<file path="src/hdl/mmie_pkg.sv">
// Shared constants, types and helpers for the mini-MIPS execute core.
package mmie_pkg;

  // Datapath sizing
  localparam int WORD_BITS  = 16;
  localparam int REG_COUNT  = 8;
  localparam int REG_BITS   = $clog2(REG_COUNT);
  localparam int DATA_DEPTH = 256;  // power of two, 16 to 256
  localparam int ADDR_BITS  = $clog2(DATA_DEPTH);
  localparam int PC_BITS    = 8;
  localparam int PORT_BITS  = 16;

  // Opcodes, instruction_word[15:12]
  localparam logic [3:0] OP_RTYPE = 4'd0;
  localparam logic [3:0] OP_J     = 4'd2;
  localparam logic [3:0] OP_ADDI  = 4'd4;
  localparam logic [3:0] OP_BEQ   = 4'd8;
  localparam logic [3:0] OP_LW    = 4'd11;
  localparam logic [3:0] OP_SW    = 4'd15;

  // R-type function codes, instruction_word[2:0]
  localparam logic [2:0] FN_ADD = 3'd0;
  localparam logic [2:0] FN_SUB = 3'd2;
  localparam logic [2:0] FN_AND = 3'd4;
  localparam logic [2:0] FN_OR  = 3'd5;

  // Action codes
  localparam logic ACT_EXEC    = 1'b0;
  localparam logic ACT_PRELOAD = 1'b1;

  typedef logic [WORD_BITS-1:0] word_t;
  typedef logic [ADDR_BITS-1:0] addr_t;
  typedef logic [REG_BITS-1:0]  ridx_t;
  typedef logic [PC_BITS-1:0]   pc_t;

  // Outcome of one item, produced by the execute logic
  typedef struct packed {
    pc_t   npc;
    logic  taken;
    logic  rw;
    ridx_t ridx;
    word_t rval;
    logic  is_load;
    logic  mw;
    addr_t maddr;
    word_t mval;
  } exec_t;

  // Zero-extend or truncate a machine word to the 16-bit result ports
  function automatic logic [PORT_BITS-1:0] word_to_port(word_t w);
    logic [31:0] ext;
    ext = 32'(w);
    return ext[PORT_BITS-1:0];
  endfunction

  // Sign-extend or truncate a signed 16-bit port value to a machine word
  function automatic word_t port_to_word(logic signed [PORT_BITS-1:0] v);
    logic signed [31:0] ext;
    ext = 32'(v);
    return ext[WORD_BITS-1:0];
  endfunction

endpackage

</file>
<file path="src/hdl/mmie_regfile.sv">
// Register file: one write port, two registered read ports with write-first bypass.
module mmie_regfile (
  input  logic             clk_i,
  input  logic             rst_ni,
  input  logic             we_i,
  input  mmie_pkg::ridx_t  waddr_i,
  input  mmie_pkg::word_t  wdata_i,
  input  logic             re_i,
  input  mmie_pkg::ridx_t  raddr_a_i,
  input  mmie_pkg::ridx_t  raddr_b_i,
  output mmie_pkg::word_t  rdata_a_o,
  output mmie_pkg::word_t  rdata_b_o
);
  import mmie_pkg::*;

  word_t                rf_q [REG_COUNT];
  logic [REG_COUNT-1:0] valid_q;
  word_t                rdata_a_q;
  word_t                rdata_b_q;
  word_t                rd_a;
  word_t                rd_b;

  // An entry never written reads as zero; a write in the same cycle wins
  always_comb begin
    rd_a = valid_q[raddr_a_i] ? rf_q[raddr_a_i] : '0;
    rd_b = valid_q[raddr_b_i] ? rf_q[raddr_b_i] : '0;
    if (we_i && (waddr_i == raddr_a_i)) rd_a = wdata_i;
    if (we_i && (waddr_i == raddr_b_i)) rd_b = wdata_i;
  end

  always_ff @(posedge clk_i or negedge rst_ni) begin
    if (!rst_ni) begin
      valid_q <= '0;
    end else if (we_i) begin
      valid_q[waddr_i] <= 1'b1;
    end
  end

  always_ff @(posedge clk_i) begin
    if (we_i) begin
      rf_q[waddr_i] <= wdata_i;
    end
    if (re_i) begin
      rdata_a_q <= rd_a;
      rdata_b_q <= rd_b;
    end
  end

  assign rdata_a_o = rdata_a_q;
  assign rdata_b_o = rdata_b_q;

endmodule

</file>
<file path="config.mk">
export PLATFORM = sky130hd
export DESIGN_NAME = mmie_regfile
export DESIGN_NICKNAME = d
export VERILOG_FILES = /design/src/hdl/mmie_pkg.sv /design/src/hdl/mmie_regfile.sv
export SDC_FILE = /design/constraint.sdc
export NUM_CORES = 1
export LEC_CHECK = 0
export BUFFER_PORTS_ARGS = -buffer_cell sky130_fd_sc_hd__buf_4
export CAP_MARGIN = 20
export CORE_MARGIN = 5
export CORE_UTILIZATION = 35
export DETAILED_ROUTE_END_ITERATION = 10
export GPL_TIMING_DRIVEN = 0
export PLACE_DENSITY = 0.59
export SYNTH_ARGS = -nofsm -noshare
export SYNTH_HDL_FRONTEND = slang
export SYNTH_SLANG_ARGS = --single-unit
</file>
<file path="constraint.sdc">
create_clock -name clk_i -period 2.2 [get_ports clk_i]
set_input_delay 0.44 -clock clk_i [delete_from_list [all_inputs] [get_ports clk_i]]
set_output_delay 0.44 -clock clk_i [all_outputs]
set_load 0.01 [all_outputs]
</file>
==> results.tsv <==
metric	value	unit
synth-edff-count	160	
grt_first_pass_wirelength	28.0	mm
rows	54	
synth_xor_area_share	0.687	%
p_per_area	822	mW/mm2
synth-compound-area-share	3.31	%
die_x	158	um
synth_area_per_cell	19.1	um2
yosys_register_bits	168	
max_cap_viol_count	0	
antenna_cells	0	
start_kind	input pin	
multi_input_area	0.00247	mm2
fin_crit_sh	98.5	%
htreeDepth	4	
firstDrtPassIters	5	
vias	4200	
min_path_type	input pin to flop	
grt_pass1_vias	4526	
worst_slew_pin_slew	989	ps
final_nets	514	
clockBufferDepth	2	
placed_area	0.00860	mm2
cts.sinks	168	
seqPwrFrac	49.8	%
drtIter0Drc	426	
synthTopCellsByArea	edfxtp_1 63%, mux4_2 19%, mux2i_1 4.2%	
cp_max_fo	10	
grt_use_total	15.6	%
start_util	35.3	%
p_leak	3.06	nW
hpwlAfterDp	12.3	mm
synthAdderAreaFrac	0	%
critPathKind	input pin to flop	
peakVddDrop	0.000560	V
dieHeight	158	um
place_ws	-423	ps
seq_area_frac_synth	65.5	%
synthSimpleGateAreaFrac	4.11	%
total_power	7.55	mW
seqCellArea	0.00500	mm2
numCtsBuffers	17	
worstHoldStart	wdata_i[0]	
antenna_found_initial	0	
switching_share	22.1	%
p_sw	1.67	mW
comb_power_share	11.4	%
ioPinCount	61	
synth_cell_types	22	
dieArea	0.0249	mm2
skew	5.82	ps
relSlewSlack	34.1	%
rsz0062_at_grt	no	
ys.flop_type	edfxtp_1	
syn_to_final_growth	20.0	%
worstPathRequired	2370	ps
postSynthCellCount	401	
synth_common_cells	160 x edfxtp_1, 66 x mux4_2, 34 x nand2_1	
ant_nets	0	
final_max_slew_viol_count	0	
synth_top_family_by_area	multiplexers	
hold_viol	0	
setup_viol	0	
core	0.0217	mm2
io_buffer_count	54	
cp-startpoint	raddr_b_i[2]	
clk_pin_slew	60	ps
timing.final.ws_setup	32.9	ps
insertion_delay	430	ps
r2r_start	valid_q[7]	
synth_top_area_share	62.8	%
cts_root_buffer	clkbuf_16	
endpoint_kind	flop	
yosys.area.top_type	edfxtp_1	
yosysWarnings	0	
grt_max_degree	33	
reg2reg_depth	5	
wl_per_cell	23.9	um
async_flop_share	4.76	%
r2r-end	rdata_a_o[2]	
cts_tree	yes	
fmax	461	MHz
yosysMostFrequentCell	edfxtp_1	
worstPathArrival	2340	ps
cp-endpoint	rdata_b_o[9]	
clkPwrFrac	38.8	%
synth_nets	430	
fill_cells	1895	
tns	0	ps
stdcell_area	0.00918	mm2
period_needed	2170	ps
r2r_setup_slack	330	ps
place_congestion	0.761	
outcome	finished clean	
drive_above_1_share	43.5	%
via_per_inst	5.41	
wirelength	18.6	mm
route.detailed.drc	0	
grt-ovfl-total	0	
muxShareOfSynthArea	23.9	%
p_int	5.88	mW
syn_area	0.00765	mm2
-- worst max-delay path, stage by stage --
cell      delay [ps]
buf_4             90
clkbuf_1         600
clkbuf_1         810
mux2i_1          310
o21ai_2           90
-- power groups by stage --
| stage | Sequential, mW | Combinational, mW | Clock [mW] |
|---|---|---|---|
| detailed placement | 3.82 | 0.873 | 0 |
| global placement | 3.81 | 0.835 | 0 |
| CTS | 3.76 | 0.878 | 2.98 |
| floorplan | 3.85 | 0.456 | 0 |
| finish | 3.75 | 0.862 | 2.93 |
| global route | 3.77 | 0.926 | 3.11 |
-- cell usage in the layout (no fill, tap or decap), types with 3 or more instances in the layout --
master     synthesis  layout
edfxtp_1         160     160
mux4_2            66      66
buf_4              3      58
nand2_1           34      34
mux2i_1           32      32
o21ai_2           20      20
clkbuf_16          0      17
clkbuf_1          12      15
o21ai_0           12      12
buf_6              8      11
or2_2              8       8
dfrtp_1            8       8
buf_2              7       7
xnor2_1            6       6
nor2_2             0       6
nor2b_1            4       4
nand2b_1           3       3
clkinv_2           0       3
bufinv_16          0       3
buf_8              0       3
buf_16             0       3
-- registers in the layout (all words and copies together) (netlist names) --
name,flops
rdata_b_o,16
valid_q,8
rdata_a_o,16
rf_q,128
-- routing by layer --
| layer | track usage, % | vias up | share of wire [%] |
|---|---|---|---|
| met3 | 3.39 | 19 | 6.0 |
| met5 | 0 | - | 0 |
| met4 | 4.42 | 0 | 1.2 |
| li1 | - | 1812 | - |
| met1 | 20.5 | 2216 | 42 |
| met2 | 26.4 | 153 | 51 |
-- final cells by class --
type | instances | share of cell area [%]
Multi-Input combinational cell | 203 | 27.0
Buffer | 30 | 2.11
Tap cell | 280 | 3.82
Timing Repair Buffer | 65 | 6.37
Clock buffer | 21 | 4.80
Clock inverter | 10 | 1.40
Sequential cell | 168 | 54.5
-- through the flow --
stage / hold slack (ps) / util (%) / instances
final: 265 / 42.3 / 777
after global routing: 266 / 42.3 / 777
after CTS: 256 / 42.3 / 777
after detailed placement: 265 / 39.6 / 745
after global placement: 260 / 38.7 / 735
after floorplan: 144 / - / 401
-- timing repair --
action / CTS / global route
setup endpoints to repair: 0 / 9
gates resized for setup: 0 / 3
buffers inserted: 0 / 0
endpoints found under the hold margin: 8 / 0
hold buffers: 1 / 0
-- cell families (layout without fill, tap and decap cells) --
| logic type | after synthesis | in the layout |
|---|---|---|
| flip-flops | 168 | 168 |
| AO/OA/AOI/OAI | 34 | 34 |
| buffers and inverters | 30 | 126 |
| XOR/XNOR | 6 | 6 |
| AND/OR/NAND/NOR | 63 | 63 |
| multiplexers | 100 | 100 |
-- worst min path at each step --
stage	end	slack, ps	cells after the start
floorplan	valid_q[0]	140	0
global placement	valid_q[5]	260	1
detailed placement	valid_q[7]	260	1
CTS	rf_q[7][0]	260	1
global route	rf_q[3][12]	270	1
finish	rf_q[7][0]	270	1
Power figures use the tool's default switching activity.
