### config.mk
export PLATFORM = sky130hd
export DESIGN_NAME = mmie_dmem
export DESIGN_NICKNAME = d
export VERILOG_FILES = /design/src/hdl/mmie_pkg.sv /design/src/hdl/mmie_dmem.sv
export SDC_FILE = /design/constraint.sdc
export NUM_CORES = 2
export LEC_CHECK = 0
export BUFFER_PORTS_ARGS = -buffer_cell sky130_fd_sc_hd__clkbuf_2
export CAP_MARGIN = 20
export CORE_UTILIZATION = 35
export CTS_CLUSTER_DIAMETER = 200
export DETAILED_ROUTE_END_ITERATION = 8
export PLACE_DENSITY_LB_ADDON = 0.12
export SETUP_SLACK_MARGIN = 0.4
export SYNTH_ARGS = -nofsm -noshare
export SYNTH_HDL_FRONTEND = slang
export SYNTH_SLANG_ARGS = --single-unit
### constraint.sdc
create_clock -name clk_i -period 3.4 [get_ports clk_i]
set_input_delay 0.51 -clock clk_i [delete_from_list [all_inputs] [get_ports clk_i]]
set_output_delay 0.51 -clock clk_i [all_outputs]
set_load 0.01 [all_outputs]
### src/hdl/mmie_pkg.sv
// Shared constants, types and helpers for the mini-MIPS execute core.
package mmie_pkg;

  // Datapath sizing
  localparam int WORD_BITS  = 16;
  localparam int REG_COUNT  = 8;
  localparam int REG_BITS   = $clog2(REG_COUNT);
  localparam int DATA_DEPTH = 256;  // power of two, 16 to 256
  localparam int ADDR_BITS  = $clog2(DATA_DEPTH);
  localparam int PC_BITS    = 8;
  localparam int PORT_BITS  = 16;

  // Opcodes, instruction_word[15:12]
  localparam logic [3:0] OP_RTYPE = 4'd0;
  localparam logic [3:0] OP_J     = 4'd2;
  localparam logic [3:0] OP_ADDI  = 4'd4;
  localparam logic [3:0] OP_BEQ   = 4'd8;
  localparam logic [3:0] OP_LW    = 4'd11;
  localparam logic [3:0] OP_SW    = 4'd15;

  // R-type function codes, instruction_word[2:0]
  localparam logic [2:0] FN_ADD = 3'd0;
  localparam logic [2:0] FN_SUB = 3'd2;
  localparam logic [2:0] FN_AND = 3'd4;
  localparam logic [2:0] FN_OR  = 3'd5;

  // Action codes
  localparam logic ACT_EXEC    = 1'b0;
  localparam logic ACT_PRELOAD = 1'b1;

  typedef logic [WORD_BITS-1:0] word_t;
  typedef logic [ADDR_BITS-1:0] addr_t;
  typedef logic [REG_BITS-1:0]  ridx_t;
  typedef logic [PC_BITS-1:0]   pc_t;

  // Outcome of one item, produced by the execute logic
  typedef struct packed {
    pc_t   npc;
    logic  taken;
    logic  rw;
    ridx_t ridx;
    word_t rval;
    logic  is_load;
    logic  mw;
    addr_t maddr;
    word_t mval;
  } exec_t;

  // Zero-extend or truncate a machine word to the 16-bit result ports
  function automatic logic [PORT_BITS-1:0] word_to_port(word_t w);
    logic [31:0] ext;
    ext = 32'(w);
    return ext[PORT_BITS-1:0];
  endfunction

  // Sign-extend or truncate a signed 16-bit port value to a machine word
  function automatic word_t port_to_word(logic signed [PORT_BITS-1:0] v);
    logic signed [31:0] ext;
    ext = 32'(v);
    return ext[WORD_BITS-1:0];
  endfunction

endpackage

### src/hdl/mmie_dmem.sv
// Data memory: one write port, one registered read port, per-word written flags.
module mmie_dmem (
  input  logic             clk_i,
  input  logic             rst_ni,
  input  logic             we_i,
  input  mmie_pkg::addr_t  waddr_i,
  input  mmie_pkg::word_t  wdata_i,
  input  logic             re_i,
  input  mmie_pkg::addr_t  raddr_i,
  output mmie_pkg::word_t  rdata_o
);
  import mmie_pkg::*;

  word_t                 mem_q [DATA_DEPTH];
  logic [DATA_DEPTH-1:0] valid_q;
  word_t                 rdata_q;
  logic                  rvalid_q;

  always_ff @(posedge clk_i or negedge rst_ni) begin
    if (!rst_ni) begin
      valid_q  <= '0;
      rvalid_q <= 1'b0;
    end else begin
      if (we_i) begin
        valid_q[waddr_i] <= 1'b1;
      end
      if (re_i) begin
        rvalid_q <= valid_q[raddr_i];
      end
    end
  end

  always_ff @(posedge clk_i) begin
    if (we_i) begin
      mem_q[waddr_i] <= wdata_i;
    end
    if (re_i) begin
      rdata_q <= mem_q[raddr_i];
    end
  end

  // Unwritten words read as zero
  assign rdata_o = rvalid_q ? rdata_q : '0;

endmodule

==> metrics.md <==
| Metric | Value |
|---|---|
| Final min period | 3.15 ns |
| DR iter-0 viols | 8649 |
| Vias per cell | 5.45 |
| Reg2reg end | rdata_q[4] |
| Total power divided by cell area | 592 nW/um^2 |
| Top FF cell, synth | edfxtp_1 |
| Total track usage | 0.212 |
| Clk buf depth | 4 |
| Footprint of the multi-input gates | 34800 um^2 |
| End point of the critical path | rdata_q[4] |
| Die Span Y | 691 um |
| Worst reg2reg path startpoint | mem_q[255][4] |
| DR pass1 iterations | 7 |
| Drt drc | 0 |
| Layout cells sized above 1 | 0.372 |
| HP Class | primary input to register |
| Clk_skew | 0.0617 ns |
| Post-synth EDFFs | 4112 |
| Area fraction of the dominant cell type after synthesis | 0.744 |
| Gate Count Post-Synth | 7495 |
| CTS root buffer | clkbuf_16 |
| Port Buf Inserts | 51 |
| Yosys top cell by area | edfxtp_1 |
| DP HPWL | 321000 um |
| Total gr overflow | 0 |
| Status | completed |
| Top post-synthesis cells by area | edfxtp_1 (74%), mux4_2 (15%), dfrtp_1 (3.9%), a22oi_1 (2.3%), or2_2 (0.98%) |
| Fmax | 317 MHz |
| GRT Max-Usage Layer | met2 |
| CP max FO | 26 |
| Core area | 472000 um^2 |
| WHS | 0.0998 ns |
| Seq/Total Area, Yosys | 0.783 |
| Most frequent cell after synthesis | edfxtp_1 |
| CP startpoint kind | primary input |
| Largest net degree at the start of global routing | 126 |
| Final Instance Count excl. Fillers | 15331 |
| Initial Util | 0.352 |
| Total of max-cap violations | 0 |
| DRT Wirelength | 513000 um |
| Design Area, Final | 199000 um^2 |
| Post-synthesis cell type count | 43 |
| IO Pins | 52 |
| Synth-to-Final Area Change | 19.8% |
| Fill cells | 41140 |
| Vias in the first global route | 86244 |
| Final-report hold violation count | 0 |
| Leak | 64.9 nW |
| Num Clock Sinks | 4369 |
| GR Layer Usage met3 | 0.0302 |
| Die footprint | 477000 um^2 |
| Reg2reg path depth | 7 |
| Final #Nets | 8691 |
| Seq cells post-synth | 4369 |
| WP data required | 4.30 ns |
| Worst R2R Setup Slack | 0.39 ns |
| Setup crit end kind | register |
| Met1 Usage GRT | 0.301 |
| Fin. max-slew vios | 0 |
| Die Width | 691 um |
| Worst slew pin tran | 1.14 ns |
| Syn avg cell area | 22.1 um^2 |
| ANT nets after route | 0 |
| Finish-stage setup viols | 0 |
| Beginning of the critical path | raddr_i[2] |
| Syn_nets | 7531 |
| Post-CTS Setup Bufs | 0 |
| Unrepaired setup endpoints after global routing | yes |
| Register area | 130000 um^2 |
| Post-synth ARST share | 0.0588 |
| Rel. slew slack | 0.238 |
| IR drop worst, VDD | 429 uV |
| Crit path largest cell delay | 0.76 ns |
| Most frequent cells after synthesis | edfxtp_1 (4112), mux4_2 (1077), a22oi_1 (516) |
| Placed instance area | 183000 um^2 |
| Slowest cell on crit path | o22ai_1 |
| Detailed-route via count | 83520 |
| Critical path arrival | 4.05 ns |
| CTS tree | done |
| GP Congestion | 0.788 |
| Synth warn | 0 |
| Row count | 252 |
| H-tree levels | 5 |
| DR WL/cell | 33.5 um |
| Reg clk slew, reported paths | 0.06 ns |
| Worst Setup Path Type | primary input to register |
| Worst skew pair latency | 1.03 ns |
| Critical path, cell by cell | buf_2, nor2b_4, buf_12, buf_12, buf_4, a22oi_1, a21oi_1, nor4_4, buf_4, o22ai_1, or2_1 |
| Initial antenna violation count | 48 |
| Final worst path period share | 0.927 |
| First-pass GRT wire length | 712000 um |
| Met2 usage | 0.346 |
| Cts bufs inserted | 467 |
| Synth Cell Area | 166000 um^2 |
| Placed insts | 14394 |
-- state kept, by name, indices dropped and copies added (netlist names) --
signal,flops
mem_q,4096
rdata_q,16
rvalid_q,1
valid_q,256
-- per-layer routing --
layer | routed length (um) | part of all wire
met2 | 248000 | 0.48
met5 | 398 | 0.00078
met3 | 27300 | 0.053
met1 | 225000 | 0.44
met4 | 12300 | 0.024
-- cell families (layout without fill, tap and decap cells) --
group           count (synthesis)  after routing  synth area share
mux                          1109           1109             0.148
simple gates                  729            729            0.0228
buf+inv                       448           2022            0.0122
other cells                     0             39                 0
flops                        4369           4369             0.783
compound gates                840            840            0.0340
-- metrics by stage --
step | total power, W | utilization | setup TNS, ns | setup WS, ns
after floorplan | 0.0634 | - | 0 | 0.687
after global placement | 0.0674 | 0.388 | -16.80 | -1.51
after detailed placement | 0.0675 | 0.388 | -14.15 | -1.26
after CTS | 0.119 | 0.421 | 0 | 0.326
after global routing | 0.121 | 0.422 | 0 | 0.290
final | 0.118 | 0.422 | 0 | 0.247
-- critical path, delay by kind of cell --
family	cells	cell delay (ns)
AND/OR/NAND/NOR	3	0.79
buffers and inverters	5	1.36
AO/OA/AOI/OAI	3	1.28
-- where the power goes --
| group | leakage, nW | internal [W] | switching (W) |
|---|---|---|---|
| clock | 7.56 | 0.0298 | 0.0216 |
| sequential | 40.5 | 0.0592 | 0.000188 |
| combinational | 16.8 | 0.00274 | 0.00418 |
| total | 64.9 | 0.0918 | 0.0259 |
-- cells in the final DEF (no fill, tap or decap), drive strengths merged, types with 29 or more instances in the layout --
| cell | netlist | routed |
|---|---|---|
| edfxtp | 4112 | 4112 |
| buf | 164 | 1090 |
| mux4 | 1077 | 1077 |
| clkbuf | 280 | 655 |
| a22oi | 516 | 516 |
| or2 | 275 | 275 |
| nor2 | 269 | 269 |
| a21oi | 260 | 260 |
| dfrtp | 257 | 257 |
| clkinv | 0 | 188 |
| nor4 | 65 | 65 |
| bufinv | 0 | 46 |
| diode | 0 | 39 |
| o22ai | 38 | 38 |
| nand2 | 29 | 29 |
-- how the worst min path moves through the flow --
stage | cells past startpoint | from | end | slack, ns
2_1_floorplan | 0 | rst_ni | rvalid_q | 0.21
3_3_place_gp | 1 | valid_q[158] | valid_q[158] | 0.44
3_5_place_dp | 1 | valid_q[155] | valid_q[155] | 0.45
4_1_cts | 2 | re_i | rdata_q[3] | 0.03
5_1_grt | 2 | re_i | rdata_q[7] | 0.07
6_report | 2 | re_i | rdata_q[3] | 0.1
-- final cells by class --
| cell class | count | share of cell area |
|---|---|---|
| Inverter | 4 | 0.0000755 |
| Clock inverter | 258 | 0.0136 |
| Multi-Input combinational cell | 2678 | 0.175 |
| Tap cell | 6223 | 0.0392 |
| Sequential cell | 4369 | 0.653 |
| Clock buffer | 625 | 0.0641 |
| Timing Repair Buffer | 1135 | 0.0545 |
| Antenna cell | 39 | 0.000491 |
-- timing repair --
item,CTS,global route
pin swaps,1,2
endpoints found under the hold margin,674,0
setup endpoints to repair,28,13
gates resized for setup,26,16
cloned,0,0
hold buffers,15,0
Power figures use the tool's default switching activity.
