$ cat src/hdl/mmie_pkg.sv
// Shared constants, types and helpers for the mini-MIPS execute core.
package mmie_pkg;

  // Datapath sizing
  localparam int WORD_BITS  = 16;
  localparam int REG_COUNT  = 8;
  localparam int REG_BITS   = $clog2(REG_COUNT);
  localparam int DATA_DEPTH = 256;  // power of two, 16 to 256
  localparam int ADDR_BITS  = $clog2(DATA_DEPTH);
  localparam int PC_BITS    = 8;
  localparam int PORT_BITS  = 16;

  // Opcodes, instruction_word[15:12]
  localparam logic [3:0] OP_RTYPE = 4'd0;
  localparam logic [3:0] OP_J     = 4'd2;
  localparam logic [3:0] OP_ADDI  = 4'd4;
  localparam logic [3:0] OP_BEQ   = 4'd8;
  localparam logic [3:0] OP_LW    = 4'd11;
  localparam logic [3:0] OP_SW    = 4'd15;

  // R-type function codes, instruction_word[2:0]
  localparam logic [2:0] FN_ADD = 3'd0;
  localparam logic [2:0] FN_SUB = 3'd2;
  localparam logic [2:0] FN_AND = 3'd4;
  localparam logic [2:0] FN_OR  = 3'd5;

  // Action codes
  localparam logic ACT_EXEC    = 1'b0;
  localparam logic ACT_PRELOAD = 1'b1;

  typedef logic [WORD_BITS-1:0] word_t;
  typedef logic [ADDR_BITS-1:0] addr_t;
  typedef logic [REG_BITS-1:0]  ridx_t;
  typedef logic [PC_BITS-1:0]   pc_t;

  // Outcome of one item, produced by the execute logic
  typedef struct packed {
    pc_t   npc;
    logic  taken;
    logic  rw;
    ridx_t ridx;
    word_t rval;
    logic  is_load;
    logic  mw;
    addr_t maddr;
    word_t mval;
  } exec_t;

  // Zero-extend or truncate a machine word to the 16-bit result ports
  function automatic logic [PORT_BITS-1:0] word_to_port(word_t w);
    logic [31:0] ext;
    ext = 32'(w);
    return ext[PORT_BITS-1:0];
  endfunction

  // Sign-extend or truncate a signed 16-bit port value to a machine word
  function automatic word_t port_to_word(logic signed [PORT_BITS-1:0] v);
    logic signed [31:0] ext;
    ext = 32'(v);
    return ext[WORD_BITS-1:0];
  endfunction

endpackage

$ cat src/hdl/mmie_exec.sv
// Instruction decode, ALU, address and next-pc logic for one item.
module mmie_exec (
  input  logic                  action_i,
  input  logic [15:0]           iw_i,
  input  logic [7:0]            load_address_i,
  input  logic signed [15:0]    load_value_i,
  input  mmie_pkg::word_t       a_i,
  input  mmie_pkg::word_t       b_i,
  input  mmie_pkg::pc_t         pc_i,
  output mmie_pkg::exec_t       res_o
);
  import mmie_pkg::*;

  logic [3:0] op;
  ridx_t      rt;
  ridx_t      rd;
  logic [2:0] fn;
  word_t      imm_w;
  word_t      sum;
  pc_t        imm_pc;
  pc_t        jmp_pc;

  assign op     = iw_i[15:12];
  assign rt     = iw_i[8:6];
  assign rd     = iw_i[5:3];
  assign fn     = iw_i[2:0];
  assign imm_w  = word_t'($signed(iw_i[5:0]));
  assign imm_pc = pc_t'($signed(iw_i[5:0]));
  assign jmp_pc = pc_t'($signed(iw_i[6:0]));
  assign sum    = a_i + imm_w;

  always_comb begin
    res_o         = '0;
    res_o.npc     = pc_i + pc_t'(1);
    if (action_i == ACT_PRELOAD) begin
      res_o.npc   = pc_i;
      res_o.mw    = 1'b1;
      res_o.maddr = load_address_i[ADDR_BITS-1:0];
      res_o.mval  = port_to_word(load_value_i);
    end else begin
      unique case (op)
        OP_RTYPE: begin
          res_o.ridx = rd;
          res_o.rw   = 1'b1;
          unique case (fn)
            FN_ADD:  res_o.rval = a_i + b_i;
            FN_SUB:  res_o.rval = a_i - b_i;
            FN_AND:  res_o.rval = a_i & b_i;
            FN_OR:   res_o.rval = a_i | b_i;
            default: begin
              res_o.rw   = 1'b0;
              res_o.ridx = '0;
            end
          endcase
        end
        OP_ADDI: begin
          res_o.rw   = 1'b1;
          res_o.ridx = rt;
          res_o.rval = sum;
        end
        OP_LW: begin
          // Loaded value joins in the next stage
          res_o.rw      = 1'b1;
          res_o.ridx    = rt;
          res_o.is_load = 1'b1;
          res_o.maddr   = sum[ADDR_BITS-1:0];
        end
        OP_SW: begin
          res_o.mw    = 1'b1;
          res_o.maddr = sum[ADDR_BITS-1:0];
          res_o.mval  = b_i;
        end
        OP_BEQ: begin
          if (a_i == b_i) begin
            res_o.taken = 1'b1;
            res_o.npc   = pc_i + pc_t'(1) + imm_pc;
          end
        end
        OP_J: begin
          res_o.taken = 1'b1;
          res_o.npc   = jmp_pc;
        end
        default: ;
      endcase
    end
  end

endmodule

$ cat config.mk
export PLATFORM = sky130hd
export DESIGN_NAME = mmie_exec
export DESIGN_NICKNAME = d
export VERILOG_FILES = /design/src/hdl/mmie_pkg.sv /design/src/hdl/mmie_exec.sv
export SDC_FILE = /design/constraint.sdc
export NUM_CORES = 1
export LEC_CHECK = 0
export BUFFER_PORTS_ARGS = -buffer_cell sky130_fd_sc_hd__buf_2
export CORE_ASPECT_RATIO = 1.4
export CORE_MARGIN = 3
export CORE_UTILIZATION = 30
export DETAILED_ROUTE_END_ITERATION = 6
export PLACE_DENSITY = 0.54
export SYNTH_ARGS = -nofsm -noshare
export SYNTH_HDL_FRONTEND = slang
export SYNTH_SLANG_ARGS = --single-unit
$ cat constraint.sdc
create_clock -name vclk -period 3.5
set_clock_uncertainty 0.1 [all_clocks]
set_input_delay 0.525 -clock vclk [all_inputs]
set_output_delay 0.525 -clock vclk [all_outputs]
set_load 0.005 [all_outputs]
==> results.txt <==
----------------------------------------------------
[Power]
  Worst-case vdd ir drop ... roughly 0.000047 V
  Lkg Pwr ... around 2.8 nW
  Switching power ... 0.461 mW
  Register share of total power ... 0%
  Pwr Total ... 0.833 mW
  Design internal power ... between 0.3 and 0.4 mW
  Combinational power share ... 100.0%
  Clock power frac ... 0%
  Power per cell area ... 147 nW/um^2
  Switching part of the total power ... 55.3%

[Timing]
  Fin. max-slew vios ... 0
  Pin slew with the least headroom to its limit ... between 1 and 1.5 ns
  Final setup violating endpoints ... 0
  Headroom to the max-slew limit ... 29.2%
  Worst setup slack after layout ... about 0.069 ns
  RSZ-0062 raised after global routing ... yes
  Timing-limited maximum frequency ... 0.291 GHz
  Crit share post-route ... 98.0%
  Final number of hold-violating endpoints ... 0
  Minimum clock period ... about 3.4 ns

[Layout]
  Final net count ... approximately 940
  Share of cells above drive strength 1 ... between 30% and 40%
  Top library cells by usage in the layout, fill and taps aside ... 133 x buf_2, 67 x nor2_1, 67 x ha_1
  Number of antenna diodes ... 0
  Area of the multi-input gates ... 4070 um^2
  Count of clock buffers in the final design ... 0
  # fillers ... 1415
  Seq. cell area ... 0 um^2
  Leading cell type in the layout, fill and taps excluded ... buf_2
  Flip-flop and latch count ... 0
  Layout Area Growth over Synthesis ... 38.8%

[Placed design]
  Detailed placement HPWL ... 13700 um
  Setup slack after placement ... -0.0939 ns
  GP Congestion ... 0.947
  Port Buffer Count ... 133

[Yosys]
  Number of warnings issued by yosys ... 0
  Synth Net Count ... 759
  Seq/Total Area, Yosys ... 0%
  Syn avg cell area ... 6.81 um^2
  Number of library cell types mapped by synthesis ... 70
  Post-synthesis cell area ... 4090 um^2
  Post-Syn Instances ... 600

[Worst setup path]
  Critical path class ... input port to primary output
  Arrival time reported for the critical path endpoint ... 2.81 ns
  Slowest stage cell on the critical path ... fa_2
  Cell-by-cell trace of the critical path ... buf_2 > inv_2 > ha_4 > inv_2 > fa_2 > nor2b_1 > o21a_1 > o21ai_2 > a32o_2 > or2_1 > a31oi_1 > o311a_1 > o2bb2ai_2 > buf_2
  Buffers & Inverters on Critical Path ... 4
  Worst-path fanout max ... 4
  Crit-path leading delay family ... compound AO/OA/AOI/OAI gates
  Nature of the critical path endpoint ... primary output
  Largest stage delay on the critical path ... 0.38 ns
  Kind of start point of the critical path ... input port
  Required time worst endpoint ... 2.87 ns

[Floorplanning]
  Die area ... 15100 um^2
  Row count ... 49
  Die Width ... 105 um
  Num ports ... between 100 and 150
  Starting density of the core ... between 30 and 40%
  Core region area ... 13100 um^2
  Die height ... 144 um

[Min path]
  HP Class ... input port to primary output

[GRT]
  Wire length of the first global-routing pass ... 25200 um
  Via count of the first global-routing pass ... 4849
  Antenna violations before repair ... 0
  Pin count of the biggest net entering global routing ... 40
  Total global-route track usage ... 20.3%
  Overflow left after global routing ... 0

[Status]
  Result of the run ... finished, final reports clean

[Drt]
  Pre-Repair DR Iteration Count ... 5
  Number of design rule violations left after detail routing ... 0
  Via-to-Cell Ratio ... roughly 5.3
  Number of nets with antenna violations after detailed routing ... 0
  DR vias ... 5101
  Final routed wire length divided by cell count ... 17.3 um
  Initial DRC count ... roughly 250
  Sum of routed wire length over all layers ... 16500 um

[Clock network]
  Hold Buf Count CTS ... 0

[Job]
  Number of max-cap violations ... 0

----------------------------------------------------
[final timing paths]
check | slack, ns | endpoint | depth (start not counted) | startpoint
worst max-delay path | 0.07 | res_o[38] | 14 | a_i[0]
worst min-delay path | 1.22 | res_o[18] | 4 | load_address_i[2]
[power by group through the flow]
stage                     Sequential, mW  Clock (mW)  Combinational, mW
final                                  0           0              0.833
after global routing                   0           0              0.914
after CTS                              0           0              0.783
after detailed placement               0           0              0.767
after global placement                 0           0              0.758
after floorplan                        0           0              0.470
[metal layers]
metal,wire (um),track usage [%],up-vias
li1,-,-,2523
met4,535,5.94,0
met5,0,0,-
met1,6620,23.3,2379
met3,738,1.03,26
met2,8640,40.3,173
[area by class of cell]
type / instances / area share [%]
inverters: 59 / 3.90
repair buffers: 198 / 20.5
well taps: 178 / 3.92
multi-input cells: 520 / 71.6
[synthesized netlist by cell type, types with 6 or more instances]
cell,count,area share [%]
ha_1,74,23
nor2b_1,7,1.1
o22ai_1,9,1.4
clkbuf_1,15,1.4
and3_1,7,1.1
xor2_1,14,3.0
nand2b_1,7,1.1
nor3_1,21,2.6
o21a_1,8,1.5
o21ai_0,21,2.6
a22o_1,6,1.3
nor2_1,70,6.4
and2_1,6,0.92
mux2i_1,22,5.4
o21bai_1,7,1.3
inv_1,58,5.3
o211ai_1,8,1.5
nand2_1,35,3.2
a21o_1,11,2.0
a31oi_1,8,1.2
o31ai_1,7,1.3
a22oi_1,10,1.8
xnor2_1,21,4.5
nand3_1,17,2.1
o21ai_1,18,2.2
a21oi_1,39,4.8
a211oi_1,7,1.3
[through the flow]
stage / area (um^2) / util, % / hold WS (ns) / setup TNS, ns / std cells
6_report: 5680 / 43.3 / 1.22 / 0 / 955
2_1_floorplan: 4090 / - / 1.04 / 0 / 600
4_1_cts: 5420 / 41.3 / 1.22 / 0 / 951
3_5_place_dp: 5360 / 40.9 / 1.22 / -0.325 / 950
5_1_grt: 5680 / 43.3 / 1.25 / -0.166 / 955
3_3_place_gp: 5360 / 40.9 / 1.22 / -0.256 / 950
[timing repair]
item / 4_1_cts / 5_1_grt
endpoints found under the setup margin: 6 / 13
setup buffers: 1 / 5
resized for setup: 13 / 40
pin swaps: 9 / 21
[cell families after synthesis]
kind of cell | after synthesis | synth area share (%)
xor gates and xnor gates | 35 | 7.50
buffers and inverters | 80 | 7.47
muxes | 23 | 5.66
AOI/OAI and AO/OA | 184 | 29.9
adders and majority gates | 78 | 24.6
and+or+nand+nor | 200 | 24.9
(Power assumes the default switching activity.)
